<file path="src/hdl/vws_pkg.sv">
// ----------------------------------------------------------------------------
// Visible wavelength sampler package
// Shared widths, fixed-point constants, pipeline control and fill states.
// ----------------------------------------------------------------------------
package vws_pkg;

    localparam int SAMPLE_BITS       = 16;
    localparam int ATANH_ENTRIES_DEF = 1024;
    localparam int LANES             = 4;
    localparam int PIPE_STAGES       = 11;

    localparam int SUM_W  = SAMPLE_BITS + 2;
    localparam int V_W    = SAMPLE_BITS + 1;
    localparam int WL_W   = 18;
    localparam int DENS_W = 17;
    localparam int KNOT_W = 28;
    localparam int PROD_W = 25;
    localparam int TERM_W = 20;

    localparam int Q24_ONE = 16777216;

    localparam logic [24:0]       C_OFFSET         = 25'd14376396;
    localparam logic [24:0]       C_SLOPE          = 25'd30660362;
    localparam logic [30:0]       HALF_LN2_Q32     = 31'd1488522236;
    localparam logic [WL_W-1:0]   LAMBDA_CENTER_Q8 = 18'd137728;
    localparam logic [23:0]       LAMBDA_SCALE_Q16 = 24'd9102223;
    localparam logic [24:0]       INV_NORM_Q32     = 25'd16921330;
    localparam logic [SAMPLE_BITS-1:0] LANE_STEP_RESET = 16'd6554;
    localparam logic [DENS_W-1:0] DENS_MAX         = 17'd66100;
    localparam logic [31:0]       HALF_Q32         = 32'h8000_0000;
    localparam logic [23:0]       HALF_Q24         = 24'h80_0000;

    typedef enum logic [2:0] {
        FS_LOAD,
        FS_NORM,
        FS_SQR,
        FS_LOG,
        FS_MUL,
        FS_WRITE,
        FS_DONE
    } t_fill_state;

    typedef struct packed {
        logic [PIPE_STAGES:1] en;
    } t_pipe_ctl;

endpackage

</file>
<file path="src/hdl/vws_knot_gen.sv">
// ----------------------------------------------------------------------------
// Atanh knot generator
// Builds the atanh table after reset with a bit-serial log2 unit, one knot
// at a time, and writes each knot into the lane tables.
// ----------------------------------------------------------------------------
module vws_knot_gen
    import vws_pkg::*;
#(
    parameter int  ATANH_TABLE_ENTRIES = ATANH_ENTRIES_DEF,
    localparam int AW = $clog2(ATANH_TABLE_ENTRIES + 1)
) (
    input  logic              i_clk,
    input  logic              i_rst_n,
    output logic              o_fill_done,
    output logic              o_we,
    output logic [AW-1:0]     o_waddr,
    output logic [KNOT_W-1:0] o_wdata
);

    localparam int XW = 25;
    localparam int RW = AW + 1;
    localparam logic [XW-1:0] X_STEP   = XW'(Q24_ONE / ATANH_TABLE_ENTRIES);
    localparam logic [RW-1:0] REM_STEP = RW'(Q24_ONE % ATANH_TABLE_ENTRIES);
    localparam logic [RW-1:0] REM_INIT = RW'(ATANH_TABLE_ENTRIES / 2);
    localparam logic [RW-1:0] REM_MOD  = RW'(ATANH_TABLE_ENTRIES);
    localparam logic [AW-1:0] LAST_IDX = AW'(ATANH_TABLE_ENTRIES);

    t_fill_state       r_state;
    t_fill_state       n_state;
    logic [AW-1:0]     r_idx;
    logic [XW-1:0]     r_x;
    logic [RW-1:0]     r_rem;
    logic              r_second;
    logic [30:0]       r_m;
    logic [4:0]        r_p;
    logic [4:0]        r_iter;
    logic [31:0]       r_frac;
    logic [37:0]       r_log_a;
    logic [28:0]       r_du;
    logic [KNOT_W-1:0] r_knot;

    logic [30:0] w_operand;
    logic [61:0] w_sq;
    logic [31:0] w_t;
    logic [30:0] n_m;
    logic [5:0]  w_exp;
    logic [37:0] w_log;
    logic [38:0] w_d;
    logic [37:0] w_du_sum;
    logic [28:0] n_du;
    logic [60:0] w_kp;
    logic [RW-1:0] w_rem_sum;
    logic [RW-1:0] n_rem;
    logic [XW-1:0] n_x;

    always_comb begin
        if (r_second) begin
            if (r_x >= XW'(Q24_ONE)) begin
                w_operand = 31'd1;
            end else begin
                w_operand = 31'(XW'(Q24_ONE) - r_x);
            end
        end else begin
            w_operand = 31'(Q24_ONE) + 31'(r_x);
        end
    end

    assign w_sq = 62'(r_m) * 62'(r_m);
    assign w_t  = w_sq[61:30];
    assign n_m  = w_t[31] ? w_t[31:1] : w_t[30:0];

    assign w_exp    = 6'(r_p) - 6'd24;
    assign w_log    = {w_exp, r_frac};
    assign w_d      = {r_log_a[37], r_log_a} - {w_log[37], w_log};
    assign w_du_sum = {1'b0, w_d[36:0]} + 38'd128;
    assign n_du     = w_d[38] ? '0 : w_du_sum[36:8];
    assign w_kp     = 61'(r_du) * 61'(HALF_LN2_Q32) + 61'(HALF_Q32);

    always_comb begin
        w_rem_sum = r_rem + REM_STEP;
        if (w_rem_sum >= REM_MOD) begin
            n_rem = w_rem_sum - REM_MOD;
            n_x   = r_x + X_STEP + XW'(1);
        end else begin
            n_rem = w_rem_sum;
            n_x   = r_x + X_STEP;
        end
    end

    always_comb begin
        case (r_state)
            FS_LOAD:  n_state = FS_NORM;
            FS_NORM:  n_state = r_m[30] ? FS_SQR : FS_NORM;
            FS_SQR:   n_state = (r_iter == 5'd31) ? FS_LOG : FS_SQR;
            FS_LOG:   n_state = r_second ? FS_MUL : FS_LOAD;
            FS_MUL:   n_state = FS_WRITE;
            FS_WRITE: n_state = (r_idx == LAST_IDX) ? FS_DONE : FS_LOAD;
            FS_DONE:  n_state = FS_DONE;
            default:  n_state = FS_LOAD;
        endcase
    end

    always_comb begin
        o_we        = (r_state == FS_WRITE);
        o_fill_done = (r_state == FS_DONE);
    end

    assign o_waddr = r_idx;
    assign o_wdata = r_knot;

    always_ff @(posedge i_clk) begin
        if (!i_rst_n) begin
            r_state  <= FS_LOAD;
            r_idx    <= '0;
            r_x      <= '0;
            r_rem    <= REM_INIT;
            r_second <= 1'b0;
        end else begin
            r_state <= n_state;
            case (r_state)
                FS_LOG: begin
                    if (!r_second) begin
                        r_second <= 1'b1;
                    end
                end
                FS_WRITE: begin
                    if (r_idx != LAST_IDX) begin
                        r_idx    <= r_idx + AW'(1);
                        r_x      <= n_x;
                        r_rem    <= n_rem;
                        r_second <= 1'b0;
                    end
                end
                default: begin
                end
            endcase
        end
    end

    always_ff @(posedge i_clk) begin
        case (r_state)
            FS_LOAD: begin
                r_m <= w_operand;
                r_p <= 5'd30;
            end
            FS_NORM: begin
                if (r_m[30]) begin
                    r_iter <= '0;
                end else begin
                    r_m <= {r_m[29:0], 1'b0};
                    r_p <= r_p - 5'd1;
                end
            end
            FS_SQR: begin
                r_m    <= n_m;
                r_frac <= {r_frac[30:0], w_t[31]};
                r_iter <= r_iter + 5'd1;
            end
            FS_LOG: begin
                if (r_second) begin
                    r_du <= n_du;
                end else begin
                    r_log_a <= w_log;
                end
            end
            FS_MUL: begin
                r_knot <= w_kp[32 +: KNOT_W];
            end
            default: begin
            end
        endcase
    end

    a_done_holds: assert property (@(posedge i_clk) disable iff (!i_rst_n)
        (r_state == FS_DONE) |=> (r_state == FS_DONE))
        else $error("knot generator left the done state");

    a_mant_norm: assert property (@(posedge i_clk) disable iff (!i_rst_n)
        (r_state == FS_SQR) |-> r_m[30])
        else $error("log2 mantissa is not normalized while squaring");

    a_next_knot: assert property (@(posedge i_clk) disable iff (!i_rst_n)
        (r_state == FS_WRITE && r_idx != LAST_IDX) |=> (r_state == FS_LOAD && !r_second))
        else $error("knot generator did not restart on the next knot");

endmodule

</file>
<file path="config.mk">
export PLATFORM = sky130hd
export DESIGN_NAME = vws_knot_gen
export DESIGN_NICKNAME = d
export VERILOG_FILES = /design/src/hdl/vws_pkg.sv /design/src/hdl/vws_knot_gen.sv
export SDC_FILE = /design/constraint.sdc
export NUM_CORES = 2
export LEC_CHECK = 0
export BUFFER_PORTS_ARGS = -buffer_cell sky130_fd_sc_hd__buf_2
export CORE_MARGIN = 1
export CORE_UTILIZATION = 50
export CTS_CLUSTER_DIAMETER = 60
export DETAILED_ROUTE_END_ITERATION = 7
export GPL_ROUTABILITY_DRIVEN = 0
export GPL_TIMING_DRIVEN = 1
export PLACE_DENSITY = 0.65
export SLEW_MARGIN = 20
export SYNTH_ARGS = -nofsm -noshare
export SYNTH_HDL_FRONTEND = slang
export SYNTH_SLANG_ARGS = --single-unit
</file>
<file path="constraint.sdc">
create_clock -name i_clk -period 8.85 [get_ports i_clk]
set_input_delay 2.655 -clock i_clk [delete_from_list [all_inputs] [get_ports i_clk]]
set_output_delay 2.655 -clock i_clk [all_outputs]
set_load 0.05 [all_outputs]
</file>
* Yosys cells after proc, flatten, opt, wreduce, memory -nomap -nowiden *
Cells that the tools add are included.

storage, ports and cells
  input port bits = 2
  output and inout port bits = 41
  word-level logic and storage cells = 72
  bits in registers = 220

operators by class
  order comparisons = 2
  bitwise gates (word level) = 1
  $add $sub $neg = 12
  reduce and logical (&&, ||, !) cells = 13
  equality and inequality tests = 12
  multipliers = 2
  mux-type cells = 17

operator list
  operator                                                                                number
  31-bit 2-to-1 mux                                                                       4
  31-bit one-hot mux with 3 select lines                                                  1
  31-bit by 31-bit multiplier with 62-bit output                                          1
  60-bit by 32-bit adder with 60-bit output (second input constant)                       1
  29-bit by 29-bit multiplier with 58-bit output (second input constant)                  1
  38-bit by 38-bit subtractor with 39-bit output                                          1
  37-bit by 8-bit adder with 37-bit output (second input constant)                        1
  25-bit by 25-bit adder with 26-bit output (first input constant)                        1
  25-bit by 25-bit subtractor with 26-bit output (first input constant)                   1
  25-bit by 1-bit adder with 25-bit output (second input constant)                        1
  25-bit by 15-bit adder with 25-bit output (second input constant)                       1
  25-bit greater-or-equal comparator (second input constant)                              1
  25-bit 2-to-1 mux                                                                       1
  3-bit one-hot mux with 7 select lines                                                   1
  5-bit one-hot mux with 2 select lines                                                   2
  2-bit AND reduction                                                                     7
  12-bit by 11-bit greater-or-equal comparator with 1-bit output (second input constant)  1
  12-bit by 11-bit subtractor with 12-bit output (second input constant)                  1
  11-bit by 1-bit adder with 11-bit output (second input constant)                        1
  11-bit equality test (second input constant)                                            1
  11-bit inequality test (second input constant)                                          1
  5-bit 2-to-1 mux                                                                        2
  3-bit equality test (second input constant)                                             3
  3-bit by 2-bit equality test with 1-bit output (second input constant)                  2
  other kinds (16)                                                                        21

* Depth between registers and ports, before layout *
  word-level depth = 4
  gate-level depth with buffers = 32
  gate-level depth less buffers = 30

* Worst setup path before layout *
Ideal clock, no wire load.

  path type = register to register
  start = register r_du[18]
  end = register r_knot[27], in the netlist o_wdata[27], data pin
  setup time = 0.260 ns
  slack = 0.720 ns
  cell stages (with the launch flop) = 29
  buffers on the path = 0
  clock period less this slack = 8.130 ns
  data arrival time = 7.870 ns
  data required time = 8.590 ns
  path through = edfxtp_1 > inv_1 > fa_1 > inv_1 > fa_1 > fa_1 > inv_1 > fa_1 > inv_1 > fa_1 > fa_1 > fa_1 > inv_1 > fa_1 > inv_1 > ha_1 > nand2_1 > o31ai_1 > nand2_1 > a211o_1 > a21boi_0 > nor3_1 > nor2_1 > ha_1 > nand2b_1 > or4_4 > nor4b_4 > nand4_1 > xnor2_1

between the ends
  cells in the longest elaborated chain, start to end = 2

RTL lines
  element                                         line                 RTL
  start, declared                                 vws_knot_gen.sv:39   logic [28:0] r_du;
  start signal, assigned                          vws_knot_gen.sv:161  r_du <= n_du;
  29-bit by 29-bit multiplier with 58-bit output  vws_knot_gen.sv:77   assign w_kp = 61'(r_du) * 61'(HALF_LN2_Q32) + 61'(HALF_Q32);
  60-bit by 32-bit adder with 60-bit output       vws_knot_gen.sv:77
  net w_kp[59]                                    vws_knot_gen.sv:51   logic [60:0] w_kp;
  end signal, assigned                            vws_knot_gen.sv:167  r_knot <= w_kp[32 +: KNOT_W];
  end, declared                                   vws_knot_gen.sv:40   logic [KNOT_W-1:0] r_knot;

The timed path passes the listed nets, and every way through them passes these cells.
A chain may end at the register's enable or synchronous reset.

* Worst setup path after layout *
  start = register r_m[19]
  end = register r_m[15], data pin

between the ends
  cells in the longest elaborated chain, start to end = 3

RTL lines
  element                                         line                 RTL
  start, declared                                 vws_knot_gen.sv:34   logic [30:0] r_m;
  start signal, assigned                          vws_knot_gen.sv:143  r_m <= w_operand;
  start signal, assigned                          vws_knot_gen.sv:150  r_m <= {r_m[29:0], 1'b0};
  start signal, assigned                          vws_knot_gen.sv:155  r_m <= n_m;
  31-bit by 31-bit multiplier with 62-bit output  vws_knot_gen.sv:68   assign w_sq = 62'(r_m) * 62'(r_m);
  31-bit 2-to-1 mux                               vws_knot_gen.sv:70   assign n_m = w_t[31] ? w_t[31:1] : w_t[30:0];
  31-bit one-hot mux with 3 select lines          vws_knot_gen.sv:141  case (r_state)

No other way between the ends.

==> run_results.csv <==
group,metric,value,unit
yosys,synth_cell_types,103,
yosys,synth_area_leaders,"fa_1, ha_1, inv_1, edfxtp_1, nand2_1",
floorplanning,fp-row-count,120,
floorplanning,die_w,330,µm
global_route,grt.total_usage,25.6,%
drt,vias,38100,
sta,fmax,0.115,GHz
floorplanning,dieHeight,330,µm
global_route,grt.overflow.total,0,
drt,drt.antenna.violating_nets,0,
cells_and_area,drive_gt1_share,6.92,%
sta,clock_skew,0.0520,ns
floorplanning,die_area,0.109,mm²
sta,hold_violations,0,
floorplanning,coreArea,0.107,mm²
yosys,synth_nets,7345,
cells_and_area,area_growth,7.85,%
drt,avgViaCountPerCell,5.33,
clock_tree,cts_max_level,1,
drt,drt_iter0_markers,2428,
yosys,ys.flop_type,"edfxtp_1",
worst_hold_path,hold_class,"reg -> reg",
worst_setup_path,cp-start-kind,"flip-flop",
sta,finalCritPeriodShare,98.1,%
global_route,antenna_found_initial,3,
yosys,synth_top_area_cell,"fa_1",
clock_tree,cts_num_sinks,210,
floorplanning,io_pins,43,
yosys,yosys_warnings,0,
yosys,synth_edf_count,168,
yosys,yosysTopAreaCellShare,39.8,%
cells_and_area,final_nets,7421,
drt,drt_pass1_iterations,5,
worst_setup_path,path_class,"reg -> reg",
clock_tree,cts_root_buffer,"clkbuf_16",
placed_design,port_buffers,42,
yosys,netlist_instances,5638,
yosys,synthArstFlopShare,0,%
sta,relSlewSlack,41.6,%
yosys,synth_commonest_cells,"inv_1, fa_1, ha_1",
worst_setup_path,worstSetupEndpointType,"flip-flop",
yosys,synth.yosys.seq_area_share,10.9,%
drt,drc,0,
global_route,grt_pass1_wl,218,mm
worst_setup_path,required,9.13,ns
placed_design,dp_hpwl,116,mm
yosys,synth.most_common_cell,"inv_1",
clock_tree,clk_pin_slew_worst_paths,0.06,ns
worst_hold_path,min_path_cells,0,
clock_tree,clockBufferDepth,3,
cells_and_area,final_core_util,54.4,%
clock_tree,cts_made_buffers,30,
job,maxCapViolations,0,
run_status,status,"finished, final reports clean",
global_route,grt_pass1_vias,40400,
floorplanning,initial_utilization,50.4,%
yosys,avgSynthCellArea,9.56,µm²
worst_setup_path,critical_path.max_fanout,32,
clock_tree,cts_tree,"done",
yosys,synth_seq_cells,210,
clock_tree,clock_latency,0.62,ns
worst_setup_path,r2r_cells,26,
sta,period_minus_slack,8.69,ns
sta,drv_slew,0,
drt,wl_per_cell,18.9,µm
worst_setup_path,cp.arrival,8.96,ns
global_route,grt_max_degree,67,
cells_and_area,n_antenna_cell,0,
sta,tightest_slew,0.876,ns
cells_and_area,nFillCells,9741,
yosys,syn_area,0.0539,mm²
sta,setup_violations,0,
drt,drt-total-wl,135,mm
-- per-stage QoR --
| step | setup TNS, ns | cells | cell area [µm²] | setup slack (ns) | hold WS [ns] |
|---|---|---|---|---|---|
| 2_1_floorplan | 0 | 5638 | 53900 | 0.720 | 0.426 |
| 3_3_place_gp | 0 | 7055 | 56500 | 0.0150 | 0.431 |
| 3_5_place_dp | -0.106 | 7055 | 56500 | -0.0326 | 0.434 |
| 4_1_cts | 0 | 7113 | 57600 | 0.00558 | 0.448 |
| 5_1_grt | -0.291 | 7141 | 58100 | -0.0730 | 0.458 |
| 6_report | 0 | 7141 | 58100 | 0.164 | 0.449 |
-- area by class of cell --
class | instances | area (µm²) | share of cell area (%)
clock buffer | 40 | 872 | 1.50
clock inverter | 16 | 206 | 0.355
sequential | 210 | 5890 | 10.1
timing repair buffer | 226 | 1780 | 3.06
inverter | 1487 | 5600 | 9.64
tap | 1403 | 1760 | 3.02
multi-input combinational | 3759 | 42000 | 72.3
-- metal layers --
metal / up-vias / share of wire (%) / GRT usage, %
met3: 200 / 5.9 / 3.28
li1: 17700 / - / -
met4: 2 / 3.0 / 7.04
met2: 1019 / 47 / 42.1
met1: 19200 / 44 / 35.8
met5: - / 0.0096 / 0
-- worst paths after layout --
path / slack (ns) / startpoint / endpoint
max: 0.16 / r_m[19] / r_m[15]
min: 0.45 / r_frac[31] / r_log_a[31]
max reg2reg: 0.16 / r_m[19] / r_m[15]
min reg2reg: 0.45 / r_frac[31] / r_log_a[31]
-- placed cells by master, fill, tap and decap left out, types with 9 or more instances in the layout --
cell type  instances
inv_1           1474
fa_1            1066
ha_1             632
nand2_1          431
and2_1           242
nor2_1           169
buf_4            169
edfxtp_1         168
a21oi_1          164
xnor2_1          135
o21ai_0           92
a21o_1            84
nand3_1           77
xor2_1            69
nor3_1            47
nand4_1           43
buf_2             42
dfxtp_1           42
clkbuf_16         33
and3_1            32
o211ai_1          28
o21a_1            25
nor2b_1           23
a211oi_1          20
a22oi_1           18
o31ai_1           17
o21bai_1          17
or3_1             16
mux2i_1           15
a31oi_1           15
buf_12            15
nand2b_1          14
nor4_1            14
or2_2             11
and4_1            11
a21boi_0          11
o21ai_1            9
-- critical path, cell delays in order (launching register included) --
cell and delay (ns):
edfxtp_1 0.65, buf_4 0.29, and2_1 0.19, fa_1 0.54, inv_1 0.05, fa_1 0.48, inv_1 0.05, fa_1 0.49
fa_1 0.57, fa_1 0.43, fa_1 0.46, fa_1 0.54, inv_1 0.07, fa_1 0.50, inv_1 0.05, ha_1 0.30
inv_1 0.09, or2_2 0.35, o31ai_1 0.54, o311ai_4 0.24, o21ai_1 0.30, a31o_2 0.24, a211oi_2 0.09, xor2_2 0.17
buf_12 0.19, a222oi_1 0.26, nand2_1 0.21
-- what timing repair did --
item / in CTS / in global routing
endpoints found under the hold margin: 0 / 0
setup buffers: 2 / 28
gates resized for setup: 3 / 65
setup endpoints to repair: 10 / 51
pin swaps: 0 / 7
hold buffers: 0 / 0
-- flip-flops by register name (all words and copies together) (netlist names) --
name      flops
r_du         29
o_wdata      28
r_m          31
r_x          25
r_frac       32
r_rem         2
r_state       3
o_waddr      11
r_p           5
r_iter        5
r_log_a      38
r_second      1
-- logic make-up (layout without fill, tap and decap cells) --
group,after synthesis,after routing,share of synthesized area [%]
AOI/OAI and AO/OA,623,623,7.79
xor gates and xnor gates,210,210,3.44
adders and majority gates,1707,1707,54.5
buffers and inverters,1669,1769,11.7
DFF,210,210,10.9
muxes,18,18,0.341
and+or+nand+nor,1201,1201,11.3
Power is left out: the tool's default activity adds up to more than one toggle a clock period on the data nets, which glitch-free logic cannot reach.
